[config.mk]
export PLATFORM = sky130hd
export DESIGN_NAME = byte_histogram
export DESIGN_NICKNAME = d
export VERILOG_FILES = /design/src/hdl/bh_pkg.sv /design/src/hdl/bh_ctrl.sv /design/src/hdl/bh_datapath.sv /design/src/hdl/byte_histogram.sv
export VERILOG_INCLUDE_DIRS = /design/src /design/src/hdl
export SDC_FILE = /design/constraint.sdc
export NUM_CORES = 2
export LEC_CHECK = 0
export BUFFER_PORTS_ARGS = -buffer_cell sky130_fd_sc_hd__buf_2
export CORE_MARGIN = 2
export CORE_UTILIZATION = 40
export DETAILED_ROUTE_END_ITERATION = 10
export HOLD_SLACK_MARGIN = 0.03
export SETUP_SLACK_MARGIN = 0.05
export SKIP_CTS_REPAIR_TIMING = 1
export SLEW_MARGIN = 5
export SYNTH_ARGS = -nofsm -noshare
export SYNTH_HDL_FRONTEND = slang
export SYNTH_SLANG_ARGS = --single-unit
[constraint.sdc]
create_clock -name clk -period 14.15 [get_ports clk]
set_input_delay 2.1225 -clock clk [delete_from_list [all_inputs] [get_ports clk]]
set_output_delay 2.1225 -clock clk [all_outputs]
set_load 0.01 [all_outputs]
[src/hdl/byte_histogram_defines.svh]
// Assertion macros used by the byte histogram top level.
`ifndef BYTE_HISTOGRAM_DEFINES_SVH
`define BYTE_HISTOGRAM_DEFINES_SVH

// Same-cycle implication, checked on every rising edge outside reset.
`define BH_ASSERT_NOW(label, ante, cons, msg) \
  label: assert property (@(posedge clk) disable iff (!rst_n) (ante) |-> (cons)) \
    else $error(msg);

// Next-cycle implication, checked on every rising edge outside reset.
`define BH_ASSERT_NEXT(label, ante, cons, msg) \
  label: assert property (@(posedge clk) disable iff (!rst_n) (ante) |=> (cons)) \
    else $error(msg);

`endif

[src/hdl/bh_pkg.sv]
// Constants, types and helper functions for the byte histogram.
package bh_pkg;

  localparam int NUM_BINS    = 256;
  localparam int COUNT_WIDTH = 16;
  localparam int IDX_W       = (NUM_BINS > 1) ? $clog2(NUM_BINS) : 1;
  localparam int ITEM_W      = 8;
  localparam int OUT_W       = 16;

  localparam logic [COUNT_WIDTH-1:0] COUNT_MAX = '1;
  localparam logic [ITEM_W:0]        BIN_LIMIT = (ITEM_W + 1)'(NUM_BINS);

  localparam logic KIND_COUNT = 1'b0;
  localparam logic KIND_READ  = 1'b1;

  // Commands from the controller to the datapath.
  typedef struct packed {
    logic accept;
    logic commit;
  } bh_cmd_t;

  // Status from the datapath to the controller.
  typedef struct packed {
    logic is_read;
    logic out_busy;
  } bh_sts_t;

  // A count wider than the result field saturates instead of wrapping.
  function automatic logic [OUT_W-1:0] sat_out(input logic [COUNT_WIDTH-1:0] c);
    logic [31:0] wide;
    wide = 32'(c);
    if (wide > 32'(OUT_W == 32 ? 32'hFFFF_FFFF : ((33'd1 << OUT_W) - 33'd1))) begin
      sat_out = '1;
    end else begin
      sat_out = wide[OUT_W-1:0];
    end
  endfunction

endpackage

[src/hdl/bh_ctrl.sv]
// Controller state machine: takes a beat, then commits its update.
module bh_ctrl (
  input  logic            clk,
  input  logic            rst_n,
  input  logic            in_valid,
  output logic            in_stall,
  input  bh_pkg::bh_sts_t sts,
  output bh_pkg::bh_cmd_t cmd
);

  localparam logic S_IDLE = 1'b0;
  localparam logic S_UPD  = 1'b1;

  logic state_r;
  logic state_nxt;

  assign in_stall = (state_r != S_IDLE);

  always_comb begin
    cmd.accept = 1'b0;
    cmd.commit = 1'b0;
    state_nxt  = state_r;
    unique case (state_r)
      S_IDLE: begin
        if (in_valid) begin
          cmd.accept = 1'b1;
          state_nxt  = S_UPD;
        end
      end
      S_UPD: begin
        // A read waits until the result register can take its count.
        if (!(sts.is_read && sts.out_busy)) begin
          cmd.commit = 1'b1;
          state_nxt  = S_IDLE;
        end
      end
      default: state_nxt = S_IDLE;
    endcase
  end

  always_ff @(posedge clk) begin
    if (!rst_n) begin
      state_r <= S_IDLE;
    end else begin
      state_r <= state_nxt;
    end
  end

endmodule

[src/hdl/bh_datapath.sv]
// Datapath: bin memory with valid bits, update logic and result register.
module bh_datapath (
  input  logic                     clk,
  input  logic                     rst_n,
  input  bh_pkg::bh_cmd_t          cmd,
  output bh_pkg::bh_sts_t          sts,
  input  logic                     in_kind,
  input  logic [bh_pkg::ITEM_W-1:0] in_item_value,
  output logic                     out_valid,
  input  logic                     out_stall,
  output logic [bh_pkg::OUT_W-1:0] out_bin_count
);

  logic [bh_pkg::COUNT_WIDTH-1:0] mem [bh_pkg::NUM_BINS];
  logic [bh_pkg::NUM_BINS-1:0]    vld_r;

  logic                           kind_r;
  logic                           in_range_r;
  logic [bh_pkg::IDX_W-1:0]       idx_r;
  logic [bh_pkg::COUNT_WIDTH-1:0] rd_data_r;
  logic                           rd_vld_r;
  logic                           out_valid_r;
  logic [bh_pkg::OUT_W-1:0]       out_bin_count_r;

  logic [bh_pkg::IDX_W-1:0]       in_idx;
  logic                           in_range;
  logic [bh_pkg::COUNT_WIDTH-1:0] cur;
  logic                           do_inc;
  logic                           do_clear;

  assign in_idx   = in_item_value[bh_pkg::IDX_W-1:0];
  assign in_range = ({1'b0, in_item_value} < bh_pkg::BIN_LIMIT);

  // An entry never written since reset or since its last read holds zero.
  assign cur = (in_range_r && rd_vld_r) ? rd_data_r : '0;

  assign do_inc   = cmd.commit && (kind_r == bh_pkg::KIND_COUNT) && in_range_r &&
                    (idx_r != '0) && (cur != bh_pkg::COUNT_MAX);
  assign do_clear = cmd.commit && (kind_r == bh_pkg::KIND_READ) && in_range_r;

  assign sts.is_read  = (kind_r == bh_pkg::KIND_READ);
  assign sts.out_busy = out_valid_r && out_stall;

  always_ff @(posedge clk) begin
    if (cmd.accept) begin
      kind_r     <= in_kind;
      in_range_r <= in_range;
      idx_r      <= in_idx;
      rd_data_r  <= mem[in_idx];
      rd_vld_r   <= vld_r[in_idx];
    end
    if (do_inc) begin
      mem[idx_r] <= cur + bh_pkg::COUNT_WIDTH'(1);
    end
    if (cmd.commit && sts.is_read) begin
      out_bin_count_r <= bh_pkg::sat_out(cur);
    end
  end

  always_ff @(posedge clk) begin
    if (!rst_n) begin
      vld_r       <= '0;
      out_valid_r <= 1'b0;
    end else begin
      if (do_inc) begin
        vld_r[idx_r] <= 1'b1;
      end else if (do_clear) begin
        vld_r[idx_r] <= 1'b0;
      end
      if (cmd.commit && sts.is_read) begin
        out_valid_r <= 1'b1;
      end else if (!out_stall) begin
        out_valid_r <= 1'b0;
      end
    end
  end

  assign out_valid     = out_valid_r;
  assign out_bin_count = out_bin_count_r;

endmodule

[src/hdl/byte_histogram.sv]
// Byte histogram: 256 saturating bins, counted by byte and read with clear.
//
// Input channel (in_valid / in_stall): in_kind 0 counts the byte in
// in_item_value (byte zero is ignored); in_kind 1 reads the bin named by
// in_item_value, returns its count and clears it.
// Result channel (out_valid / out_stall): one beat per read, none per count.
// A beat moves at a rising edge with valid high and stall low.
// Each accepted beat is handled in order: the bin memory read is registered at
// the accept edge, then the update is written at the commit edge, which a read
// delays while the result stalls; no new input beat is taken until it is written.
// A read result is shown from the cycle after its update edge.
// A finished result sits in the output register; while the receiver stalls,
// count beats keep completing, and a read waits in its update cycle.
// Synchronous reset (rst_n low) clears every bin at once through a valid bit
// per bin and empties the output register; no clearing pass is needed.
`include "byte_histogram_defines.svh"

module byte_histogram (
  input  logic                      clk,
  input  logic                      rst_n,
  input  logic                      in_valid,
  output logic                      in_stall,
  input  logic                      in_kind,
  input  logic [bh_pkg::ITEM_W-1:0] in_item_value,
  output logic                      out_valid,
  input  logic                      out_stall,
  output logic [bh_pkg::OUT_W-1:0]  out_bin_count
);

  bh_pkg::bh_cmd_t cmd;
  bh_pkg::bh_sts_t sts;

  bh_ctrl u_ctrl (
    .clk      (clk),
    .rst_n    (rst_n),
    .in_valid (in_valid),
    .in_stall (in_stall),
    .sts      (sts),
    .cmd      (cmd)
  );

  bh_datapath u_dp (
    .clk           (clk),
    .rst_n         (rst_n),
    .cmd           (cmd),
    .sts           (sts),
    .in_kind       (in_kind),
    .in_item_value (in_item_value),
    .out_valid     (out_valid),
    .out_stall     (out_stall),
    .out_bin_count (out_bin_count)
  );

  `BH_ASSERT_NEXT(a_busy_after_accept, in_valid && !in_stall, in_stall, "beat not held after accept")
  `BH_ASSERT_NOW(a_result_after_update, $rose(out_valid), $past(in_stall), "result without update")
  `BH_ASSERT_NOW(a_no_overwrite, cmd.commit && sts.is_read, !(out_valid && out_stall), "result overwritten")

endmodule

# After elaboration in Yosys (flattened, before gate mapping)
# Memories as Yosys holds them, arrays and structs flattened. A register that Yosys moved wholly into a read port is not among the register bits.
# Index checks and enable logic that the tools add are counted.
[word_totals] regBits=284 latchBits=0 ram_bits=4096 mem_bits_ro=0 in_bits=13 out_inout_bits=18 word_cells=45 mem_count=1
[mem_list] memory="u_dp.mem" words=256 word_bits=16 read_ports=1 rd_clocked_by_memory_dff=1 write_ports=1 line="bh_datapath.sv:14" text="logic [bh_pkg::COUNT_WIDTH-1:0] mem [bh_pkg::NUM_BINS];"
[classes] add_sub_neg=1 n_mul=0 div=0 magnitude_cmp=3 eq_ne=2 n_shift=0 mux=17 bitwise_logic=5 n_reduce_logical=9
[ops] operator="256-bit two-way mux" n=2
[ops] operator="256-bit bitwise AND" n=1
[ops] operator="256-bit inverter" n=1
[ops] operator="256-bit bitwise OR" n=1
[ops] operator="8-bit by 9-bit < comparator with 1-bit output, second input constant" n=2
[ops] operator="16-bit by 1-bit adder with 16-bit output, second input constant" n=1
[ops] operator="16-bit two-way mux" n=1
[ops] operator="16-bit inequality test, second input constant" n=1
[ops] operator="1-bit two-way mux" n=11
[ops] operator="1-bit binary-select mux with 8-bit select" n=1
[ops] operator="1-bit demux with 8-bit select" n=1
[ops] operator="8-bit by 1-bit greater-or-equal comparator with 1-bit output, second input constant" n=1
[ops] operator="8-bit nonzero test" n=1
[ops] operator="1-bit logical AND" n=7
[ops] operator="2-bit by 1-bit inequality test with 1-bit output, second input constant" n=1
[ops] operator="1-bit inverter" n=2
[ops] operator="1-bit one-hot mux with 2 select lines" n=1
[ops] operator="2-bit nonzero test" n=1

# Logic depth before layout (Yosys ltp)
[depth] word_depth=9 ltp_mapped=14 ltp_nobuf=9

# Hierarchy
# Synthesis repeated with hierarchy kept, for this count alone.
[hier_totals] cells_unflattened=8595 area_unflattened_um2=170867.6
[modules_own_cells] mod="bh_datapath" instances=1 cells_each=8590 area_each_um2=170820.1 seq_area_each_um2=129404.1
[modules_own_cells] mod="bh_ctrl" instances=1 cells_each=5 area_each_um2=47.5 seq_area_each_um2=20.0

# Least setup slack after synthesis
# No wires, ideal clock.
[synth_timing] path_kind="reg-to-reg" start="register u_dp.rd_vld_r" end="memory u_dp.mem[0][12] in the netlist's numbering (data pin)" setup_ns=1.652 arrival_ns=9.089 t_required_ns=12.498 setup_slack_ns=3.409 stages_incl_launch_ff=10 n_path_buf=3 synth_period_minus_slack_ns=10.741 path_cell_list="edfxtp_1 clkbuf_1 clkbuf_1 clkbuf_1 and2_1 ha_1 nand3_1 nor4_1 nand2_1 xnor2_1"
[synth_between] elab_chain_len=2
[synth_lines] element="start, declared" line="bh_datapath.sv:21" text="logic rd_vld_r;"
[synth_lines] element="start signal, assigned" line="bh_datapath.sv:50" text="rd_vld_r <= vld_r[in_idx];"
[synth_lines] element="16-bit two-way mux" line="bh_datapath.sv:35" text="assign cur = (in_range_r && rd_vld_r) ? rd_data_r : '0;"
[synth_lines] element="named net u_dp.cur (one bit)" line="bh_datapath.sv:27" text="logic [bh_pkg::COUNT_WIDTH-1:0] cur;"
[synth_lines] element="16-bit by 1-bit adder with 16-bit output" line="bh_datapath.sv:53" text="mem[idx_r] <= cur + bh_pkg::COUNT_WIDTH'(1);"
[synth_lines] element="end, declared" line="bh_datapath.sv:14"
# The timed path passes the listed nets, and every way through them passes these cells.

==> run metrics <==
status complete, no violations; Gate Count Post-Synth approximately 8600; TritonRoute pass-1 iters 8; commonest register cell after synthesis edfxtp_1; Clock Root Buffer clkbuf_16; wire length on met2 ~230 mm; PwrDens between 100 and 150 nW/µm²; # DRC 0; Starting Density around two fifths; Core ar. around 430000 µm²; fin crit share 47.0%; Detail Route Antenna Nets 0; final instance area 194000 µm²; Skew-Pair Late Insertion Delay 1.00 ns; worst min path class reg -> reg; Crit-path slowest cell nor4_2; IO buf count 30; top routing layer used met5; Crit path required time 14.98 ns; Top cell by count, worst path buf_12; Worst-Margin Slew between 1 and 1.5 ns; Critical Path End Type flop; wire length on met1 roughly 190 mm; Min Hold Slack 0.491 ns; CTS tree done; first-pass GRT wire length around 680 mm; static leakage around 61 nW; synthesis warning total 0; fmax 150 MHz; Post-synth ARST share 0%; global route overflow 0; largest net degree at the start of global routing about 120; Max IR drop VDD between 0.1 and 0.15 mV; sequential fraction of the synthesis area around 75%; fill count 35700; CP Class in -> reg; Post-Syn Area between 150000 and 200000 µm²; vias in the first global route around 90000; CP startpoint kind input port; initial antenna violation count 32; syn avg cell area 20.0 µm²; worst-path fanout max 90; Die Area 434000 µm²; final hold vios 0; clk buf depth 4; Post-synth EDFFs 4138; clock slew at reported path FFs about 0.06 ns; area growth from synthesis to layout 12.9%; routed wl met3 between 40 and 50 mm; H-tree levels 5; io pins 31; Yosys reg bits 4396; routability cong. between 0.8 and 0.9; chain of cells forming the critical path buf_12 > buf_12 > buf_12 > mux2i_1 > o221ai_1 > o22ai_1 > o311ai_1 > o31ai_1 > nor4_2 > and3_1; Yosys cell types 75; Final TNS setup 0 ns; Crit path largest cell delay between 1 and 1.5 ns; worst path arrival time around 7.5 ns; Worst path top cell family by delay compound AO/OA/AOI/OAI gates; final core utilization 45.3%; skew final between 0.06 and 0.07 ns; WP buf/inv 3; max cap viols 0; # clock sinks approximately 4400; Vias ~90000; TritonCTS Buffers between 400 and 500; Die X-Extent roughly 660 µm; Max Slew Vio Count 0; RSZ-0062 raised after global routing no; Final Critical Period about 6.7 ns; Via density 6.05; overall power consumption roughly 28 mW; routed length per placed instance between 30 and 40 µm; hpwl dp roughly 280 mm; Final nets roughly 9000; Cell Rows 240; GRT Util Overall between 20% and 30%; Setup-failing EPs final 0; Cell Area, Placed ~180000 µm²; starting DRC count in detailed routing 12900; Slew HR less than 1%; layout cells sized above 1 23.4%; die height ~660 µm; DRT Wirelength 487 mm
## layout by cell type (no fill, tap or decap), drive strengths merged, types with 31 or more instances in the layout
master	instances
edfxtp	4138
o221ai	124
bufinv	47
o21a	31
dfxtp	258
a21oi	102
o22ai	418
a211oi	36
mux2i	525
buf	461
nor4	48
nor2	337
nand3	55
o21ai	298
nand2	180
mux2	35
mux4	935
clkinv	192
clkbuf	527
nor3	103
## worst paths after layout
path / startpoint / end / cells after the start / slack [ns]
setup / recovery: in_item_value[0] / u_dp.rd_data_r[9] / 10 / 7.50
hold / removal: flop / flop / 1 / 0.49
setup reg to reg: u_dp.rd_data_r[3] / u_dp.mem[191][15] / 8 / 9.17
hold reg to reg: flop / flop / 1 / 0.49
## registers in the layout, summed over array words and instances (netlist names), named ones only
name,flops
u_dp.rd_vld_r,1
u_dp.mem,4096
u_dp.rd_data_r,16
u_dp.out_bin_count,16
u_dp.idx_r,8
u_dp.out_valid,1
u_ctrl.in_stall,1
u_dp.kind_r,1
## report_power, final
part           switching, mW  internal, mW
Clock                   4.93          6.56
Sequential            0.0244          14.5
Combinational           1.14         0.433
Total                   6.09          21.5
## per-stage QoR
step	std cells	setup slack, ns
floorplan	8583	3.41
global placement	14100	6.24
detailed placement	14100	6.44
CTS	14900	7.48
global route	14900	7.28
finish	15000	7.50
## cells in the mapped netlist, types with 70 or more instances
cell / instances / share of area, %
buf_2: 70 / 0.20
edfxtp_1: 4138 / 72
buf_6: 78 / 0.51
o22ai_1: 416 / 1.5
o21ai_0: 295 / 0.86
o221ai_1: 124 / 0.63
nor2_1: 337 / 0.74
mux4_2: 935 / 12
clkbuf_1: 308 / 0.67
mux2i_1: 525 / 3.1
dfxtp_1: 258 / 3.0
nand2_1: 180 / 0.39
nor3_1: 103 / 0.30
a21oi_1: 102 / 0.30
## per-layer routing
| layer | GRT usage, % | vias to the layer above |
|---|---|---|
| li1 | - | 36400 |
| met1 | 30.7 | 48300 |
| met2 | 34.4 | 4958 |
| met3 | 4.49 | 806 |
| met4 | 6.95 | 8 |
| met5 | 0 | - |
## cell type report
class,instances,area (µm²),share of cell area (%)
diodes,24,60.1,0.0310
clock buffers,527,11400,5.87
clock inverters,269,2730,1.41
inverters,8,55.1,0.0284
multi-input cells,3580,39100,20.2
flip-flops and latches,4396,129000,66.9
well taps,5687,7120,3.68
repair buffers,461,3670,1.90
## kinds of logic (layout without fill, tap and decap cells)
family | Yosys count | after routing | synth area share (%)
AO/OA/AOI/OAI | 1188 | 1188 | 4.52
XOR/XNOR | 14 | 14 | 0.0715
adder cells (fa/ha/maj) | 1 | 1 | 0.00730
buffers and inverters | 607 | 1265 | 2.00
flip-flops | 4396 | 4396 | 75.5
multiplexers | 1495 | 1495 | 15.6
other | 1 | 40 | 0.00219
AND/OR/NAND/NOR | 866 | 866 | 2.35
(Power assumes the default switching activity.)
